### src/pfde_pkg.sv
package pfde_pkg;

    localparam int SIDE  = 5;
    localparam int CELLS = 25;
    localparam int ALPHA = 26;

    localparam logic [4:0] LET_I = 5'd8;
    localparam logic [4:0] LET_J = 5'd9;
    localparam logic [4:0] LET_Q = 5'd16;
    localparam logic [4:0] LET_X = 5'd23;

    // input word kinds
    localparam logic [1:0] ACT_NEW_KEY = 2'd0;
    localparam logic [1:0] ACT_KEY     = 2'd1;
    localparam logic [1:0] ACT_MSG     = 2'd2;
    localparam logic [1:0] ACT_END     = 2'd3;

    // queued commands
    localparam logic [1:0] OP_CLEAR    = 2'd0;
    localparam logic [1:0] OP_KEY      = 2'd1;
    localparam logic [1:0] OP_COMPLETE = 2'd2;
    localparam logic [1:0] OP_PAIR     = 2'd3;

    localparam int DEF_QUEUE_DEPTH = 4;

    typedef struct packed {
        logic [1:0] op;
        logic [4:0] a;
        logic [4:0] b;
    } t_cmd;

    // fold a cell number into 0..24
    function automatic logic [4:0] cell_fold(input logic [4:0] p);
        logic [4:0] q;
        q = p;
        if (q >= 5'(CELLS)) q = q - 5'(CELLS);
        return q;
    endfunction

    function automatic logic [2:0] cell_row(input logic [4:0] p);
        logic [4:0] q;
        logic [2:0] r;
        q = cell_fold(p);
        if (q >= 5'd20)      r = 3'd4;
        else if (q >= 5'd15) r = 3'd3;
        else if (q >= 5'd10) r = 3'd2;
        else if (q >= 5'd5)  r = 3'd1;
        else                 r = 3'd0;
        return r;
    endfunction

    function automatic logic [2:0] cell_col(input logic [4:0] p);
        logic [4:0] q;
        logic [2:0] r;
        q = cell_fold(p);
        r = cell_row(p);
        return 3'(q - ({2'b00, r} << 2) - {2'b00, r});
    endfunction

    function automatic logic [4:0] cell_num(input logic [2:0] row, input logic [2:0] col);
        return ({2'b00, row} << 2) + {2'b00, row} + {2'b00, col};
    endfunction

    function automatic logic [2:0] wrap_inc(input logic [2:0] x);
        return (x == 3'(SIDE - 1)) ? 3'd0 : x + 3'd1;
    endfunction

endpackage

### src/pfde_front.sv
module pfde_front import pfde_pkg::*; (
    input  logic       i_clk,
    input  logic       i_rst_n,
    input  logic       i_valid,
    output logic       o_ready,
    input  logic [1:0] i_action,
    input  logic [4:0] i_letter,
    input  logic       i_q_full,
    output logic       o_push,
    output t_cmd       o_cmd
);

    logic       r_pend_v, n_pend_v;
    logic [4:0] r_pend_l, n_pend_l;
    logic [4:0] w_let;
    logic       w_acc;

    assign o_ready = !i_q_full;
    assign w_acc   = i_valid && !i_q_full;
    // fold j onto i
    assign w_let   = (i_letter == LET_J) ? LET_I : i_letter;

    always_comb begin
        n_pend_v = r_pend_v;
        n_pend_l = r_pend_l;
        o_push   = 1'b0;
        o_cmd.op = OP_CLEAR;
        o_cmd.a  = w_let;
        o_cmd.b  = LET_X;
        if (w_acc) begin
            unique case (i_action)
                ACT_NEW_KEY: begin
                    o_push   = 1'b1;
                    n_pend_v = 1'b0;
                    n_pend_l = '0;
                end
                ACT_END: begin
                    if (r_pend_v) begin
                        o_push   = 1'b1;
                        o_cmd.op = OP_PAIR;
                        o_cmd.a  = r_pend_l;
                        n_pend_v = 1'b0;
                    end
                end
                ACT_KEY: begin
                    if (i_letter < 5'(ALPHA)) begin
                        o_push   = 1'b1;
                        o_cmd.op = OP_KEY;
                    end
                end
                default: begin
                    if (i_letter < 5'(ALPHA)) begin
                        o_push = 1'b1;
                        if (!r_pend_v) begin
                            o_cmd.op = OP_COMPLETE;
                            n_pend_v = 1'b1;
                            n_pend_l = w_let;
                        end else if (r_pend_l == w_let) begin
                            // doubled letter gets a filler, letter stays pending
                            o_cmd.op = OP_PAIR;
                            o_cmd.a  = w_let;
                            o_cmd.b  = (w_let == LET_X) ? LET_Q : LET_X;
                        end else begin
                            o_cmd.op = OP_PAIR;
                            o_cmd.a  = r_pend_l;
                            o_cmd.b  = w_let;
                            n_pend_v = 1'b0;
                        end
                    end
                end
            endcase
        end
    end

    always_ff @(posedge i_clk) begin
        if (!i_rst_n) begin
            r_pend_v <= 1'b0;
            r_pend_l <= '0;
        end else begin
            r_pend_v <= n_pend_v;
            r_pend_l <= n_pend_l;
        end
    end

endmodule

### src/pfde_queue.sv
module pfde_queue import pfde_pkg::*; #(
    parameter int DEPTH = DEF_QUEUE_DEPTH
) (
    input  logic i_clk,
    input  logic i_rst_n,
    input  logic i_push,
    input  t_cmd i_cmd,
    output logic o_full,
    output logic o_valid,
    output t_cmd o_cmd,
    input  logic i_pop
);

    localparam int PW = (DEPTH > 1) ? $clog2(DEPTH) : 1;
    localparam int CW = $clog2(DEPTH + 1);

    t_cmd          r_mem [DEPTH];
    logic [PW-1:0] r_wp, r_rp;
    logic [CW-1:0] r_cnt;
    logic          w_push, w_pop;

    assign o_full  = (r_cnt == CW'(DEPTH));
    assign o_valid = (r_cnt != '0);
    assign o_cmd   = r_mem[r_rp];
    assign w_push  = i_push && !o_full;
    assign w_pop   = i_pop && o_valid;

    always_ff @(posedge i_clk) begin
        if (w_push) r_mem[r_wp] <= i_cmd;
    end

    always_ff @(posedge i_clk) begin
        if (!i_rst_n) begin
            r_wp  <= '0;
            r_rp  <= '0;
            r_cnt <= '0;
        end else begin
            if (w_push) r_wp <= (r_wp == PW'(DEPTH - 1)) ? '0 : r_wp + 1'b1;
            if (w_pop)  r_rp <= (r_rp == PW'(DEPTH - 1)) ? '0 : r_rp + 1'b1;
            r_cnt <= r_cnt + CW'(w_push) - CW'(w_pop);
        end
    end

endmodule

### src/pfde_back.sv
module pfde_back import pfde_pkg::*; (
    input  logic       i_clk,
    input  logic       i_rst_n,
    input  logic       i_q_valid,
    input  t_cmd       i_q_cmd,
    output logic       o_q_pop,
    output logic       o_valid,
    input  logic       i_ready,
    output logic [4:0] o_letter,
    output logic       o_last
);

    localparam logic [1:0] ST_IDLE = 2'd0;
    localparam logic [1:0] ST_WALK = 2'd1;
    localparam logic [1:0] ST_CALC = 2'd2;
    localparam logic [1:0] ST_RES  = 2'd3;

    logic [1:0]       r_state, n_state;
    logic [ALPHA-1:0] r_taken, n_taken;
    logic [4:0]       r_fill, n_fill;
    logic             r_complete, n_complete;
    logic [4:0]       r_walk, n_walk;
    logic [1:0]       r_ob_cnt, n_ob_cnt;
    logic [4:0]       r_ob0, n_ob0, r_ob1, n_ob1;

    logic [4:0] mem_sq [CELLS];
    logic [4:0] mem_pl [ALPHA];
    logic [4:0] r_pa, r_pb, r_sa, r_sb;

    logic       w_we, w_app_ok;
    logic [4:0] w_app_l, w_ca, w_cb;
    logic [2:0] w_ar, w_ac, w_br, w_bc;

    assign o_valid  = (r_ob_cnt != 2'd0);
    assign o_letter = (r_ob_cnt == 2'd2) ? r_ob0 : r_ob1;
    assign o_last   = (r_ob_cnt == 2'd1);

    assign w_app_l  = (r_state == ST_WALK) ? r_walk : i_q_cmd.a;
    assign w_app_ok = !r_taken[w_app_l] && (r_fill < 5'(CELLS));

    // playfair rules on the two looked-up cells
    assign w_ar = cell_row(r_pa);
    assign w_ac = cell_col(r_pa);
    assign w_br = cell_row(r_pb);
    assign w_bc = cell_col(r_pb);

    always_comb begin
        if (w_ar == w_br) begin
            w_ca = cell_num(w_ar, wrap_inc(w_ac));
            w_cb = cell_num(w_br, wrap_inc(w_bc));
        end else if (w_ac == w_bc) begin
            w_ca = cell_num(wrap_inc(w_ar), w_ac);
            w_cb = cell_num(wrap_inc(w_br), w_bc);
        end else begin
            w_ca = cell_num(w_ar, w_bc);
            w_cb = cell_num(w_br, w_ac);
        end
    end

    always_comb begin
        n_state    = r_state;
        n_taken    = r_taken;
        n_fill     = r_fill;
        n_complete = r_complete;
        n_walk     = r_walk;
        n_ob_cnt   = r_ob_cnt;
        n_ob0      = r_ob0;
        n_ob1      = r_ob1;
        o_q_pop    = 1'b0;
        w_we       = 1'b0;

        if (o_valid && i_ready) n_ob_cnt = r_ob_cnt - 2'd1;

        unique case (r_state)
            ST_IDLE: begin
                if (i_q_valid) begin
                    unique case (i_q_cmd.op)
                        OP_CLEAR: begin
                            o_q_pop    = 1'b1;
                            n_taken    = '0;
                            n_fill     = '0;
                            n_complete = 1'b0;
                        end
                        OP_KEY: begin
                            o_q_pop = 1'b1;
                            w_we    = !r_complete && w_app_ok;
                        end
                        OP_COMPLETE: begin
                            if (r_complete) begin
                                o_q_pop = 1'b1;
                            end else begin
                                n_taken[LET_J] = 1'b1;
                                n_walk         = '0;
                                n_state        = ST_WALK;
                            end
                        end
                        default: begin
                            if (!r_complete) begin
                                n_taken[LET_J] = 1'b1;
                                n_walk         = '0;
                                n_state        = ST_WALK;
                            end else if (r_ob_cnt == 2'd0) begin
                                // place lookup of both letters lands next cycle
                                o_q_pop = 1'b1;
                                n_state = ST_CALC;
                            end
                        end
                    endcase
                end
            end
            ST_WALK: begin
                w_we = w_app_ok;
                if (r_walk == 5'(ALPHA - 1)) begin
                    n_complete = 1'b1;
                    n_state    = ST_IDLE;
                end else begin
                    n_walk = r_walk + 5'd1;
                end
            end
            ST_CALC: begin
                n_state = ST_RES;
            end
            default: begin
                n_ob0    = r_sa;
                n_ob1    = r_sb;
                n_ob_cnt = 2'd2;
                n_state  = ST_IDLE;
            end
        endcase

        if (w_we) begin
            n_taken[w_app_l] = 1'b1;
            n_fill           = r_fill + 5'd1;
        end
    end

    always_ff @(posedge i_clk) begin
        if (w_we) begin
            mem_sq[r_fill]  <= w_app_l;
            mem_pl[w_app_l] <= r_fill;
        end
    end

    always_ff @(posedge i_clk) begin
        r_pa <= mem_pl[i_q_cmd.a];
        r_pb <= mem_pl[i_q_cmd.b];
        r_sa <= mem_sq[w_ca];
        r_sb <= mem_sq[w_cb];
    end

    always_ff @(posedge i_clk) begin
        if (!i_rst_n) begin
            r_state    <= ST_IDLE;
            r_taken    <= '0;
            r_fill     <= '0;
            r_complete <= 1'b0;
            r_walk     <= '0;
            r_ob_cnt   <= '0;
        end else begin
            r_state    <= n_state;
            r_taken    <= n_taken;
            r_fill     <= n_fill;
            r_complete <= n_complete;
            r_walk     <= n_walk;
            r_ob_cnt   <= n_ob_cnt;
        end
        r_ob0 <= n_ob0;
        r_ob1 <= n_ob1;
    end

    a_res_into_empty: assert property (@(posedge i_clk) disable iff (!i_rst_n)
        r_state == ST_RES |-> r_ob_cnt == 2'd0)
        else $error("result pair lands on an occupied output buffer");

    a_fill_bound: assert property (@(posedge i_clk) disable iff (!i_rst_n)
        r_fill <= 5'(CELLS))
        else $error("square fill count overran");

    a_walk_done: assert property (@(posedge i_clk) disable iff (!i_rst_n)
        r_state == ST_WALK && r_walk == 5'(ALPHA - 1) |=> r_complete && r_state == ST_IDLE)
        else $error("square walk did not finish");

    a_full_square: assert property (@(posedge i_clk) disable iff (!i_rst_n)
        r_complete |-> r_fill == 5'(CELLS))
        else $error("square marked complete with empty cells");

endmodule

### src/playfair_digraph_encryptor.sv
// channel | dir | handshake            | tdata                  | side band
// s       | in  | i_s_tvalid/o_s_tready | [4:0] letter, [7:5] 0  | tuser [1:0] action
// m       | out | o_m_tvalid/i_m_tready | [4:0] cipher_letter    | tlast last_of_pair
//
// the front takes one word per cycle while the command queue has room
// a pair runs idle, calc and result, then two output beats; key or clear, idle only
// the first message letter after a new key walks all 26 letters, once per key
// reset is synchronous, active low, and clears the square bookkeeping and pending letter
// a stalled output only holds the back end on the next pair; the front keeps queueing
module playfair_digraph_encryptor import pfde_pkg::*; #(
    parameter int QUEUE_DEPTH = DEF_QUEUE_DEPTH
) (
    input  logic       i_clk,
    input  logic       i_rst_n,
    input  logic       i_s_tvalid,
    output logic       o_s_tready,
    input  logic [7:0] i_s_tdata,   // [4:0] letter, [7:5] zero
    input  logic [1:0] i_s_tuser,   // [1:0] action
    output logic       o_m_tvalid,
    input  logic       i_m_tready,
    output logic [7:0] o_m_tdata,   // [4:0] cipher_letter, [7:5] zero
    output logic       o_m_tlast    // last_of_pair
);

    // front to queue
    logic w_push, w_q_full;
    t_cmd w_push_cmd;

    // queue to back
    logic w_q_valid, w_q_pop;
    t_cmd w_q_cmd;

    logic [4:0] w_cipher;

    // classify words, keep pairing state, build commands
    pfde_front u_front (
        .i_clk    (i_clk),
        .i_rst_n  (i_rst_n),
        .i_valid  (i_s_tvalid),
        .o_ready  (o_s_tready),
        .i_action (i_s_tuser),
        .i_letter (i_s_tdata[4:0]),
        .i_q_full (w_q_full),
        .o_push   (w_push),
        .o_cmd    (w_push_cmd)
    );

    // short command queue decouples the two halves
    pfde_queue #(
        .DEPTH (QUEUE_DEPTH)
    ) u_queue (
        .i_clk   (i_clk),
        .i_rst_n (i_rst_n),
        .i_push  (w_push),
        .i_cmd   (w_push_cmd),
        .o_full  (w_q_full),
        .o_valid (w_q_valid),
        .o_cmd   (w_q_cmd),
        .i_pop   (w_q_pop)
    );

    // square build, lookup and two-word result buffer
    pfde_back u_back (
        .i_clk     (i_clk),
        .i_rst_n   (i_rst_n),
        .i_q_valid (w_q_valid),
        .i_q_cmd   (w_q_cmd),
        .o_q_pop   (w_q_pop),
        .o_valid   (o_m_tvalid),
        .i_ready   (i_m_tready),
        .o_letter  (w_cipher),
        .o_last    (o_m_tlast)
    );

    assign o_m_tdata = {3'b000, w_cipher};

endmodule

### config.mk
export PLATFORM = sky130hd
export DESIGN_NAME = playfair_digraph_encryptor
export DESIGN_NICKNAME = d
export VERILOG_FILES = /design/src/pfde_pkg.sv /design/src/pfde_front.sv /design/src/pfde_queue.sv /design/src/pfde_back.sv /design/src/playfair_digraph_encryptor.sv
export SDC_FILE = /design/constraint.sdc
export NUM_CORES = 1
export LEC_CHECK = 0
export BUFFER_PORTS_ARGS = -buffer_cell sky130_fd_sc_hd__clkbuf_2
export CORE_ASPECT_RATIO = 1.75
export CORE_MARGIN = 3
export CORE_UTILIZATION = 60
export DETAILED_ROUTE_END_ITERATION = 7
export PLACE_DENSITY = 0.79
export SLEW_MARGIN = 20
export SYNTH_ARGS = -nofsm -noshare
export SYNTH_HDL_FRONTEND = slang
export SYNTH_SLANG_ARGS = --single-unit
### constraint.sdc
create_clock -name i_clk -period 6.4 [get_ports i_clk]
set_input_delay 0.96 -clock i_clk [delete_from_list [all_inputs] [get_ports i_clk]]
set_output_delay 0.96 -clock i_clk [all_outputs]
set_load 0.1 [all_outputs]
==> flow_summary.toml <==
[routing]
drt-initial-drc-count = 1252
ant_nets = 0
totalWireLength_um = 53500
drc_errors = 0
first_pass_iters = 7
wl_per_cell_um = 25.5
viasPerCell = 6.64
num_vias = 13900

[timing]
post-route-min-period_ns = 6.06
finalCritPeriodShare_pct = 94.7
tightest_slew_ns = 1.17
tns_ns = 0
rsz0062_at_grt = "false"
final.setup_skew_ns = 0.0205
hold_viol = 0
slew_viol_final = 0
max_slew_margin_pct = 22.2
setup_viol = 0
clock.fmax_ghz = 0.165
whs_ns = 0.404

[grt]
grt_use_met3_pct = 3.19
grt_remaining_overflow = 0
grt_usage_pct = 28.9
top_usage_layer = "met2"
grt_antenna_before_repair = 0
grt_max_degree = 52
met2_usage_pct = 54.0
grtUsageMet1_pct = 29.8
grt_pass1_wl_um = 81700
grt_pass1_vias = 14300

[clocking]
h-tree-depth = 2
cts-resized-gates = 0
cts-buffers-inserted = 35
post_cts_buffers = 0
clk_pin_slew_ns = 0.06
clk_path_buf_depth = 3
cts_tree = "built"
cts.sinks = 389
cts_root_buf = "clkbuf_16"
cts_hold_buf = 0
clock_latency_ns = 0.55

[synth]
syn_area_um2 = 20600
synth-seq-cells = 389
synth_edf_count = 313
ys_types = 93
yosysSeqAreaShare_pct = 53.1
ys.flop_type = "edfxtp_1"
syn_inst = 1605
syn_area_per_cell_um2 = 12.8
synthArstFlopShare_pct = 0
ys_warn_count = 0

[cells_and_area]
diodes = 0
finalNetCount = 1697
final_common_cell = "edfxtp_1"
layout_common_cells = "edfxtp_1 (313), nand2_1 (124), nor2_1 (100)"
syn2layout_area_growth_pct = 8.98
final_layout_size_suffix_gt1_share_pct = 17.3
fin_area_um2 = 22400

[worst_setup_path]
cp.required_ns = 6.83
worst-setup-path-type = "flop to flop"
start_kind = "flop"
cp.arrival_ns = 6.50
critPathCaptureType = "flop"
critPathMaxFanout = 7

[place]
place_area_um2 = 21200
globalplace.congestion = 0.995
hpwl_um = 38100
io_buffer_count = 18

[floorplanning]
core_um2 = 33700
rows = 89
num_io_pins = 25
dieArea_um2 = 36600
die_h_um = 251
die_w_um = 146
start_util_pct = 60.9

[run]
cap_violations = 0

[status]
outcome = "finished, final reports clean"

[min_path]
min_path_type = "flop to flop"
==> synth_stat cells (all sizes together) (42+ instances only) <==
cell type | number | share of area [%]
dfxtp | 76 | 7.4
mux2i | 93 | 4.5
clkbuf | 47 | 0.86
nor2 | 100 | 1.8
and2 | 44 | 1.3
a21oi | 78 | 1.9
buf | 52 | 1.6
edfxtp | 313 | 46
nand2 | 124 | 2.3
inv | 65 | 1.2
o21ai | 42 | 1.1
mux4 | 86 | 9.4
ha | 55 | 3.3
==> area by class of cell <==
| class | count | area [um2] |
|---|---|---|
| Tap cell | 455 | 569 |
| Clock buffer | 48 | 997 |
| Inverter | 67 | 253 |
| Clock inverter | 16 | 184 |
| Timing Repair Buffer | 72 | 546 |
| Multi-Input combinational cell | 1052 | 8930 |
| Sequential cell | 389 | 10900 |
| Fill cell | 2367 | 11300 |
==> sequential cells by signal, indices dropped and copies added, names as in the netlist, 26 cells and up, named ones only <==
name,flops
u_back.mem_sq,125
u_back.r_taken,26
u_queue.r_mem,48
u_back.mem_pl,130
==> final timing paths <==
kind,start,end,slack (ns),depth (start not counted)
worst min-delay path,u_back.r_sa[3]$_DFF_P_,u_back.r_ob0[3]$_DFFE_PP_,0.40,0
worst min register to register,u_back.r_sa[3]$_DFF_P_,u_back.r_ob0[3]$_DFFE_PP_,0.40,0
worst max register to register,u_back.r_pa[1]$_DFF_P_,u_back.r_sa[3]$_DFF_P_,0.34,22
worst max-delay path,u_back.r_pa[1]$_DFF_P_,u_back.r_sa[3]$_DFF_P_,0.34,22
==> logic make-up (layout without fill, tap and decap cells) <==
logic type	Yosys count	after routing	synth area share, %
flops	389	389	53.1
buf+inv	166	203	3.72
mux	201	201	15.2
compound gates	347	347	12.3
fa+ha+maj	66	66	4.42
xor+xnor	28	28	1.49
other cells	1	3	0.0182
simple gates	407	407	9.84
==> metrics by stage <==
step / worst slack, ns / utilization (%) / instances
after global routing: 0.000607 / 66.4 / 2099
final: 0.336 / 66.4 / 2099
after global placement: 0.379 / 62.8 / 2035
after CTS: 0.171 / 66.3 / 2099
after detailed placement: 0.174 / 62.8 / 2035
after floorplan: 0.826 / - / 1607
==> critical path, stage by stage, from the launching register on <==
cell and delay, ns:
dfxtp_1 0.45, inv_1 0.10, ha_1 0.23, o311a_1 0.33
o21a_1 0.22, inv_2 0.11, o221ai_1 0.12, a211o_2 0.43
clkinv_2 0.12, nor2_1 0.12, ha_1 0.22, fa_1 0.45
xnor2_4 0.24, fa_1 0.58, inv_1 0.06, fa_1 0.58
a31oi_2 0.17, a2bb2oi_2 0.49, buf_4 0.21, nor2_1 0.04
a32oi_1 0.24, a21oi_1 0.13, o32ai_1 0.30
==> metal layers <==
layer	wire length, um	vias up
met5	0	-
met4	4420	0
met3	2800	197
met2	28900	652
met1	17300	6927
li1	-	6168
Power is not shown: default switching activity piles up to over one toggle a cycle in this logic, so the estimate is an artifact.
